`config.mk`:
```
export PLATFORM = sky130hd
export DESIGN_NAME = arithmetic_encoder_core
export DESIGN_NICKNAME = d
export VERILOG_FILES = /design/src/hdl/aec_pkg.sv /design/src/hdl/aec_muldiv.sv /design/src/hdl/arithmetic_encoder_core.sv
export SDC_FILE = /design/constraint.sdc
export NUM_CORES = 1
export LEC_CHECK = 0
export ABC_AREA = 1
export BUFFER_PORTS_ARGS = -buffer_cell sky130_fd_sc_hd__buf_2
export CAP_MARGIN = 10
export CORE_ASPECT_RATIO = 0.7
export CORE_UTILIZATION = 60
export CTS_CLUSTER_DIAMETER = 80
export DETAILED_ROUTE_END_ITERATION = 8
export GPL_ROUTABILITY_DRIVEN = 0
export GPL_TIMING_DRIVEN = 0
export PLACE_DENSITY = 0.78
export SETUP_SLACK_MARGIN = 0.05
export SYNTH_ARGS = -nofsm -noshare
export SYNTH_HDL_FRONTEND = slang
export SYNTH_SLANG_ARGS = --single-unit
```
`constraint.sdc`:
```
create_clock -name clk -period 5 [get_ports clk]
set_input_delay 0.25 -clock clk [delete_from_list [all_inputs] [get_ports clk]]
set_output_delay 0.25 -clock clk [all_outputs]
set_load 0.02 [all_outputs]
```
`src/hdl/aec_pkg.sv`:
```
// shared constants for the arithmetic encoder core
package aec_pkg;

    // default code range, frequency and pending counter widths
    localparam int CODE_BITS_DEF   = 16;
    localparam int FREQ_BITS_DEF   = 14;
    localparam int FOLLOW_BITS_DEF = 32;

    // most runs emitted for one encode transaction
    localparam int MAX_RESULTS  = 16;
    localparam int RESULT_CNT_W = $clog2(MAX_RESULTS + 1);

    // width of the opposite bit count carried on the result channel
    localparam int OPP_W       = 32;
    localparam int OUT_TDATA_W = ((1 + OPP_W + 7) / 8) * 8;

    // request kinds carried on s_tuser
    localparam logic REQ_ENCODE = 1'b0;
    localparam logic REQ_FINISH = 1'b1;

endpackage

```
`src/hdl/aec_muldiv.sv`:
```
// serial multiply-divide lane: floor(span*mult/divisor), one span bit per step cycle
module aec_muldiv #(
    parameter int CODE_BITS = 16,
    parameter int FREQ_BITS = 14
) (
    input  logic                 clk,
    input  logic                 rst_n,
    input  logic                 start,
    input  logic                 step,
    input  logic                 span_bit,
    input  logic [FREQ_BITS-1:0] mult,
    input  logic [FREQ_BITS-1:0] divisor,
    output logic [CODE_BITS:0]   quot
);

    localparam int T_W = FREQ_BITS + 2;

    logic [FREQ_BITS-1:0] rem_reg;
    logic [FREQ_BITS-1:0] rem_next;
    logic [CODE_BITS:0]   quot_reg;
    logic [CODE_BITS:0]   quot_next;

    logic [T_W-1:0] t_sum;
    logic [T_W-1:0] div1;
    logic [T_W-1:0] div2;
    logic [T_W-1:0] t_rem;
    logic [1:0]     digit;

    // remainder stays below the divisor, so each step subtracts it at most twice
    always_comb
    begin
        t_sum = {1'b0, rem_reg, 1'b0} + (span_bit ? T_W'(mult) : '0);
        div1  = T_W'(divisor);
        div2  = {1'b0, divisor, 1'b0};
        if (t_sum >= div2)
        begin
            digit = 2'd2;
            t_rem = t_sum - div2;
        end
        else if (t_sum >= div1)
        begin
            digit = 2'd1;
            t_rem = t_sum - div1;
        end
        else
        begin
            digit = 2'd0;
            t_rem = t_sum;
        end

        rem_next  = rem_reg;
        quot_next = quot_reg;
        if (start)
        begin
            rem_next  = '0;
            quot_next = '0;
        end
        else if (step)
        begin
            rem_next  = t_rem[FREQ_BITS-1:0];
            quot_next = {quot_reg[CODE_BITS-1:0], 1'b0} + (CODE_BITS + 1)'(digit);
        end
    end

    always_ff @(posedge clk or negedge rst_n)
    begin
        if (!rst_n)
        begin
            rem_reg  <= '0;
            quot_reg <= '0;
        end
        else
        begin
            rem_reg  <= rem_next;
            quot_reg <= quot_next;
        end
    end

    assign quot = quot_reg;

endmodule

```
`src/hdl/arithmetic_encoder_core.sv`:
```
// arithmetic encoder core: range update, renormalization and run output
// encode: serial multiply-divide (ST_DIV), range update (ST_UPD), renormalization
// steps in ST_RENORM (up to CODE_BITS, at most MAX_RESULTS runs) and the end of the scan,
// then ST_FLUSH hands over the last run if one is held; output stalls can hold it up
// a finish transaction passes through ST_FLUSH; a rejected encode transaction is dropped
// the serial span shift register (one span bit per cycle) sets the encode time
// reset restarts the range to [0, 2^CODE_BITS-1], clears the pending count, empties output
module arithmetic_encoder_core
    import aec_pkg::*;
#(
    parameter int CODE_BITS   = CODE_BITS_DEF,
    parameter int FREQ_BITS   = FREQ_BITS_DEF,
    parameter int FOLLOW_BITS = FOLLOW_BITS_DEF
) (
    input  logic clk,
    input  logic rst_n,

    // request channel
    input  logic                                  s_tvalid,
    output logic                                  s_tready,
    // cum_upper, cum_lower, freq_total, zero pad
    input  logic [((3 * FREQ_BITS + 7) / 8) * 8 - 1:0] s_tdata,
    // req_type
    input  logic [0:0]                            s_tuser,

    // run channel
    output logic                   m_tvalid,
    input  logic                   m_tready,
    // lead_bit, opposite_count, zero pad
    output logic [OUT_TDATA_W-1:0] m_tdata,
    // last_of_run
    output logic                   m_tlast
);

    localparam int CNT_W = $clog2(CODE_BITS + 1);
    localparam logic [CODE_BITS-1:0] HALF = {1'b1, {(CODE_BITS - 1){1'b0}}};
    localparam logic [CODE_BITS-1:0] QTR1 = {2'b01, {(CODE_BITS - 2){1'b0}}};
    localparam logic [CODE_BITS-1:0] QTR3 = {2'b11, {(CODE_BITS - 2){1'b0}}};

    typedef enum logic [2:0] {
        ST_IDLE,
        ST_DIV,
        ST_UPD,
        ST_RENORM,
        ST_FLUSH
    } state_t;

    state_t state_reg, state_next;

    // coding state
    logic [CODE_BITS-1:0]   low_reg, low_next;
    logic [CODE_BITS-1:0]   high_reg, high_next;
    logic [FOLLOW_BITS-1:0] pending_reg, pending_next;

    // captured request and serial span
    logic [FREQ_BITS-1:0] cu_reg, cu_next;
    logic [FREQ_BITS-1:0] cl_reg, cl_next;
    logic [FREQ_BITS-1:0] tot_reg, tot_next;
    logic [CODE_BITS:0]   span_reg, span_next;

    // step counter shared by the divide and renormalization phases
    logic [CNT_W-1:0]        cnt_reg, cnt_next;
    logic [RESULT_CNT_W-1:0] n_reg, n_next;

    // run held back until we know whether it closes the transaction
    logic             held_valid_reg, held_valid_next;
    logic             held_lead_reg, held_lead_next;
    logic [OPP_W-1:0] held_count_reg, held_count_next;

    // output register
    logic             m_tvalid_reg, m_tvalid_next;
    logic             m_lead_reg, m_lead_next;
    logic [OPP_W-1:0] m_count_reg, m_count_next;
    logic             m_last_reg, m_last_next;

    logic                   lane_start;
    logic                   lane_step;
    logic [CODE_BITS:0]     q_hi;
    logic [CODE_BITS:0]     q_lo;

    logic                   req_kind;
    logic [FREQ_BITS-1:0]   in_cu;
    logic [FREQ_BITS-1:0]   in_cl;
    logic [FREQ_BITS-1:0]   in_tot;
    logic                   bad_freq;
    logic                   out_free;
    logic [FOLLOW_BITS-1:0] pending_inc;
    logic [FOLLOW_BITS+OPP_W-1:0] pend_ext;
    logic [FOLLOW_BITS+OPP_W-1:0] pend_inc_ext;
    logic                   emit_zero;
    logic                   emit_one;
    logic                   mid_step;
    logic                   stop_renorm;
    logic [CODE_BITS-1:0]   low_adj;
    logic [CODE_BITS-1:0]   high_adj;

    // request fields, lowest first
    assign req_kind = s_tuser[0];
    assign in_cu    = s_tdata[FREQ_BITS-1:0];
    assign in_cl    = s_tdata[2*FREQ_BITS-1:FREQ_BITS];
    assign in_tot   = s_tdata[3*FREQ_BITS-1:2*FREQ_BITS];

    // malformed slot: encode transaction is dropped without effect
    assign bad_freq = (in_tot == '0) || (in_cu > in_tot) || (in_cl >= in_cu);

    // high bound and low bound lanes run side by side over the same span bits
    aec_muldiv #(
        .CODE_BITS (CODE_BITS),
        .FREQ_BITS (FREQ_BITS)
    ) u_lane_hi (
        .clk      (clk),
        .rst_n    (rst_n),
        .start    (lane_start),
        .step     (lane_step),
        .span_bit (span_reg[CODE_BITS]),
        .mult     (cu_reg),
        .divisor  (tot_reg),
        .quot     (q_hi)
    );

    aec_muldiv #(
        .CODE_BITS (CODE_BITS),
        .FREQ_BITS (FREQ_BITS)
    ) u_lane_lo (
        .clk      (clk),
        .rst_n    (rst_n),
        .start    (lane_start),
        .step     (lane_step),
        .span_bit (span_reg[CODE_BITS]),
        .mult     (cl_reg),
        .divisor  (tot_reg),
        .quot     (q_lo)
    );

    // saturating pending count and its low word for the result channel
    assign pending_inc  = (&pending_reg) ? pending_reg : pending_reg + 1'b1;
    assign pend_ext     = {{OPP_W{1'b0}}, pending_reg};
    assign pend_inc_ext = {{OPP_W{1'b0}}, pending_inc};

    // renormalization decision for the current range
    assign emit_zero   = (high_reg < HALF);
    assign emit_one    = !emit_zero && (low_reg >= HALF);
    assign mid_step    = !emit_zero && !emit_one && (low_reg >= QTR1) && (high_reg < QTR3);
    assign stop_renorm = (cnt_reg == CNT_W'(CODE_BITS))
                      || (n_reg == RESULT_CNT_W'(MAX_RESULTS))
                      || !(emit_zero || emit_one || mid_step);
    assign low_adj     = mid_step ? low_reg - QTR1 : low_reg;
    assign high_adj    = mid_step ? high_reg - QTR1 : high_reg;

    assign out_free = !m_tvalid_reg || m_tready;
    assign s_tready = (state_reg == ST_IDLE);

    always_comb
    begin
        state_next      = state_reg;
        low_next        = low_reg;
        high_next       = high_reg;
        pending_next    = pending_reg;
        cu_next         = cu_reg;
        cl_next         = cl_reg;
        tot_next        = tot_reg;
        span_next       = span_reg;
        cnt_next        = cnt_reg;
        n_next          = n_reg;
        held_valid_next = held_valid_reg;
        held_lead_next  = held_lead_reg;
        held_count_next = held_count_reg;
        m_tvalid_next   = m_tvalid_reg;
        m_lead_next     = m_lead_reg;
        m_count_next    = m_count_reg;
        m_last_next     = m_last_reg;
        lane_start      = 1'b0;
        lane_step       = 1'b0;

        // current result leaves the output register
        if (m_tvalid_reg && m_tready)
        begin
            m_tvalid_next = 1'b0;
        end

        unique case (state_reg)
            ST_IDLE:
            begin
                if (s_tvalid)
                begin
                    if (req_kind == REQ_FINISH)
                    begin
                        // one more pending bit, lead picks the quarter holding low
                        held_valid_next = 1'b1;
                        held_lead_next  = (low_reg >= QTR1);
                        held_count_next = pend_inc_ext[OPP_W-1:0];
                        pending_next    = '0;
                        state_next      = ST_FLUSH;
                    end
                    else if (!bad_freq)
                    begin
                        cu_next    = in_cu;
                        cl_next    = in_cl;
                        tot_next   = in_tot;
                        span_next  = {1'b0, high_reg} - {1'b0, low_reg} + 1'b1;
                        cnt_next   = '0;
                        lane_start = 1'b1;
                        state_next = ST_DIV;
                    end
                end
            end

            ST_DIV:
            begin
                // feed span msb first to both lanes
                lane_step = 1'b1;
                span_next = {span_reg[CODE_BITS-1:0], 1'b0};
                if (cnt_reg == CNT_W'(CODE_BITS))
                begin
                    state_next = ST_UPD;
                end
                else
                begin
                    cnt_next = cnt_reg + 1'b1;
                end
            end

            ST_UPD:
            begin
                high_next       = low_reg + q_hi[CODE_BITS-1:0] - 1'b1;
                low_next        = low_reg + q_lo[CODE_BITS-1:0];
                cnt_next        = '0;
                n_next          = '0;
                held_valid_next = 1'b0;
                state_next      = ST_RENORM;
            end

            ST_RENORM:
            begin
                if (stop_renorm)
                begin
                    state_next = held_valid_reg ? ST_FLUSH : ST_IDLE;
                end
                else if (emit_zero || emit_one)
                begin
                    // a new run pushes the previous one out as not last
                    if (!held_valid_reg || out_free)
                    begin
                        if (held_valid_reg)
                        begin
                            m_tvalid_next = 1'b1;
                            m_lead_next   = held_lead_reg;
                            m_count_next  = held_count_reg;
                            m_last_next   = 1'b0;
                        end
                        held_valid_next = 1'b1;
                        held_lead_next  = emit_one;
                        held_count_next = pend_ext[OPP_W-1:0];
                        pending_next    = '0;
                        n_next          = n_reg + 1'b1;
                        cnt_next        = cnt_reg + 1'b1;
                        low_next        = {low_reg[CODE_BITS-2:0], 1'b0};
                        high_next       = {high_reg[CODE_BITS-2:0], 1'b1};
                    end
                end
                else
                begin
                    // middle half: defer one opposite bit
                    pending_next = pending_inc;
                    cnt_next     = cnt_reg + 1'b1;
                    low_next     = {low_adj[CODE_BITS-2:0], 1'b0};
                    high_next    = {high_adj[CODE_BITS-2:0], 1'b1};
                end
            end

            ST_FLUSH:
            begin
                if (out_free)
                begin
                    m_tvalid_next   = 1'b1;
                    m_lead_next     = held_lead_reg;
                    m_count_next    = held_count_reg;
                    m_last_next     = 1'b1;
                    held_valid_next = 1'b0;
                    state_next      = ST_IDLE;
                end
            end

            default:
            begin
                state_next = ST_IDLE;
            end
        endcase
    end

    always_ff @(posedge clk or negedge rst_n)
    begin
        if (!rst_n)
        begin
            state_reg      <= ST_IDLE;
            low_reg        <= '0;
            high_reg       <= '1;
            pending_reg    <= '0;
            cu_reg         <= '0;
            cl_reg         <= '0;
            tot_reg        <= '0;
            span_reg       <= '0;
            cnt_reg        <= '0;
            n_reg          <= '0;
            held_valid_reg <= 1'b0;
            held_lead_reg  <= 1'b0;
            held_count_reg <= '0;
            m_tvalid_reg   <= 1'b0;
            m_lead_reg     <= 1'b0;
            m_count_reg    <= '0;
            m_last_reg     <= 1'b0;
        end
        else
        begin
            state_reg      <= state_next;
            low_reg        <= low_next;
            high_reg       <= high_next;
            pending_reg    <= pending_next;
            cu_reg         <= cu_next;
            cl_reg         <= cl_next;
            tot_reg        <= tot_next;
            span_reg       <= span_next;
            cnt_reg        <= cnt_next;
            n_reg          <= n_next;
            held_valid_reg <= held_valid_next;
            held_lead_reg  <= held_lead_next;
            held_count_reg <= held_count_next;
            m_tvalid_reg   <= m_tvalid_next;
            m_lead_reg     <= m_lead_next;
            m_count_reg    <= m_count_next;
            m_last_reg     <= m_last_next;
        end
    end

    assign m_tvalid = m_tvalid_reg;
    assign m_tdata  = {{(OUT_TDATA_W - 1 - OPP_W){1'b0}}, m_count_reg, m_lead_reg};
    assign m_tlast  = m_last_reg;

    // no run may be left behind once the core is back to idle
    assert property (@(posedge clk) disable iff (!rst_n)
        (state_reg == ST_IDLE) |-> !held_valid_reg)
        else $error("held run left over in idle");

    // run count per encode transaction stays within the limit
    assert property (@(posedge clk) disable iff (!rst_n)
        (state_reg == ST_RENORM) |-> (n_reg <= RESULT_CNT_W'(MAX_RESULTS)))
        else $error("too many runs for one transaction");

    // a finish transaction moves its pending bits into the run
    assert property (@(posedge clk) disable iff (!rst_n)
        (s_tvalid && s_tready && s_tuser[0] == REQ_FINISH)
        |=> (pending_reg == '0) && (state_reg == ST_FLUSH))
        else $error("finish did not clear pending count");

    // flushing always closes the transaction with a last run
    assert property (@(posedge clk) disable iff (!rst_n)
        (state_reg == ST_FLUSH && out_free) |=> (m_tvalid_reg && m_last_reg))
        else $error("flush did not deliver a last run");

    // serial divide never runs past the span width
    assert property (@(posedge clk) disable iff (!rst_n)
        (state_reg == ST_DIV) |-> (cnt_reg <= CNT_W'(CODE_BITS)))
        else $error("divide step count out of range");

endmodule
```
==> impl_results.md <==
- Status: completed
- Final Setup Violations: 0
- Via-per-instance ratio: 5.95
- Die W: 225 um
- Fin. Hold Viols: 0
- Worst hold path type: input port to flip-flop
- Iter 0 DRT Violations: 3002
- Crit path top cell by count: nand2_1
- Crit path DAT: 5.14 ns
- Register Area: 6650 um2
- Area Growth Syn to Fin: 13.5%
- Setup crit start: span_reg[16]
- Clock Pin Slew Worst Setup and Hold Paths: 0.07 ns
- Final period utilization: 0.944
- Total track usage: 0.372
- Via count: 21388
- Final Skew: 0.0263 ns
- CTS sink count: 265
- Synth top cells by count: 716 x nand2_1, 399 x inv_1, 285 x o21ai_0
- Critical Path RT: 5.42 ns
- Dpl hpwl: 51200 um
- Worst flop-to-flop path startpoint: span_reg[16]
- Synth area leaders: dfrtp_1 30%, nand2_1 13%, ha_1 12%, inv_1 7.1%, o21ai_0 6.8%
- Clock Latency Late Sink: 0.58 ns
- Port-buffer cells: 82
- CTS tree: built
- Hold_sp: s_tdata[41]
- Number of fill cells in the layout: 2823
- TritonCTS buffer count: 28
- Headroom to the max-slew limit: 0.417
- Crit path time final: 4.72 ns
- TritonRoute pass-1 iters: 7
- Largest net degree at the start of global routing: 114
- RSZ-0062 raised after global routing: yes
- H-tree levels: 1
- Root Driver: clkbuf_16
- Multi-input logic area: 12600 um2
- Slowest cell on crit path: fa_1
- Routed WL: 66800 um
- Max-Cap Viols: 0
- Post-synth ARST share: 1.00
- Setup crit end kind: flip-flop
- Seq/Total Area, Yosys: 0.317
- Max Root-Sink Buffers: 3
- Congestion Overflow GR: 0
- Crit path max fanout: 10
- Routed Antenna Nets: 0
- Max frequency: 0.212 GHz
- EDFF count, synth: 0
- Post-route DRC: 0
- Ports: 96
- Max Slew Vio Count: 0
- Global-route wire length before repair: 104000 um
- Synthesized area: 21000 um2
- Initial Util: 0.618
- Tightest hold margin: 0.0153 ns
- Initial antenna violation count: 2
- Vias in the first global route: 19609
- Gate Count Post-Synth: 2946
- Worst Max-Slew Pin Slew: 0.867 ns
- Synth area leader: dfrtp_1
- Full die area: 35700 um2
- Row cnt: 56
- Netlist cell types: 60
- FF+latch count, synth: 265
- Nets: 3366
- CP Launch Type: flip-flop
- Library cell with the highest instance count after synthesis: nand2_1
- Layout cells sized above 1: 0.101
- Core footprint: 33900 um2
- Post-synth top area share: 0.297
- Main synth FF type: dfrtp_1
- Crit-path max cell delay: 0.40 ns
- Die Y: 158 um
- Post-Syn Area per Cell: 7.11 um2
- Routed len/inst: 18.6 um
- Crit Path Category: flip-flop to flip-flop
- Yosys warning count: 0
## cell type report
class                   instances  share of cell area
diodes                          1            0.000105
flip-flops and latches        265               0.280
well taps                     464              0.0244
clock buffers                  35              0.0314
inverters                     407              0.0643
multi-input cells            2181               0.530
clock inverters                16              0.0100
plain buffers                  99              0.0235
repair buffers                126              0.0366
## timing repair
item,4_1_cts,5_1_grt
hold endpoints to repair,105,0
resized for setup,26,51
buffers inserted,2,8
pin swaps,3,18
setup endpoints to repair,24,22
hold buffers,32,0
## critical path: cells and delay by family (launching register included)
| family | cells | cell delay, ns |
|---|---|---|
| compound gates | 2 | 0.24 |
| xor+xnor | 2 | 0.39 |
| fa+ha+maj | 4 | 1.08 |
| buf+inv | 6 | 0.59 |
| flops | 1 | 0.38 |
| simple gates | 16 | 1.88 |
## metal layers
metal,GRT usage,up-vias,share of wire
met3,0.135,145,0.15
met5,0,-,0
met4,0.0713,0,0.019
li1,-,9985,-
met1,0.553,10008,0.44
met2,0.510,1250,0.39
## worst paths after layout
kind / end / cells after the start / slack [ns]
min reg2reg: m_count_reg[14] / 2 / 0.48
min in group asynchronous: u_lane_lo.rem_reg[10] / 2 / 0.22
max: u_lane_hi.quot[14] / 30 / 0.28
max in group asynchronous: pending_reg[12] / 4 / 3.45
max reg2reg: u_lane_hi.quot[14] / 30 / 0.28
min: tot_reg[13] / 3 / 0.02
## layout by cell type (no fill, tap or decap), types with 25 or more instances in the layout
cell type,synthesis,final
dlygate4sd3_1,0,32
xnor2_1,38,37
buf_2,36,114
o21ai_0,285,283
buf_4,15,25
nor2_1,187,179
dfrtp_1,249,249
nand4_1,39,39
clkbuf_16,0,28
ha_1,196,182
nand3_1,205,202
clkbuf_1,31,36
nand2_1,716,709
nor3_1,35,34
inv_1,399,396
xor2_1,86,82
a21oi_1,218,215
## cells by family after synthesis
kind of cell,synth area share
buf+inv,0.0973
simple gates,0.251
fa+ha+maj,0.126
flops,0.317
other cells,0.000179
xor+xnor,0.0518
mux,0.00107
compound gates,0.155
## per-stage QoR
stage	setup WS [ns]	setup TNS, ns	std cells	utilization	cell area (um2)
after global routing	-0.0174	-0.0174	3593	0.701	23800
after floorplan	0.443	0	2952	-	21000
after CTS	0.0512	0	3585	0.692	23500
after detailed placement	-0.624	-5.23	3500	0.650	22000
final	0.281	0	3594	0.701	23800
after global placement	-1.17	-281.81	3498	0.648	22000
Power is not shown: default switching activity piles up to over one toggle a cycle in this logic, so the estimate is an artifact.
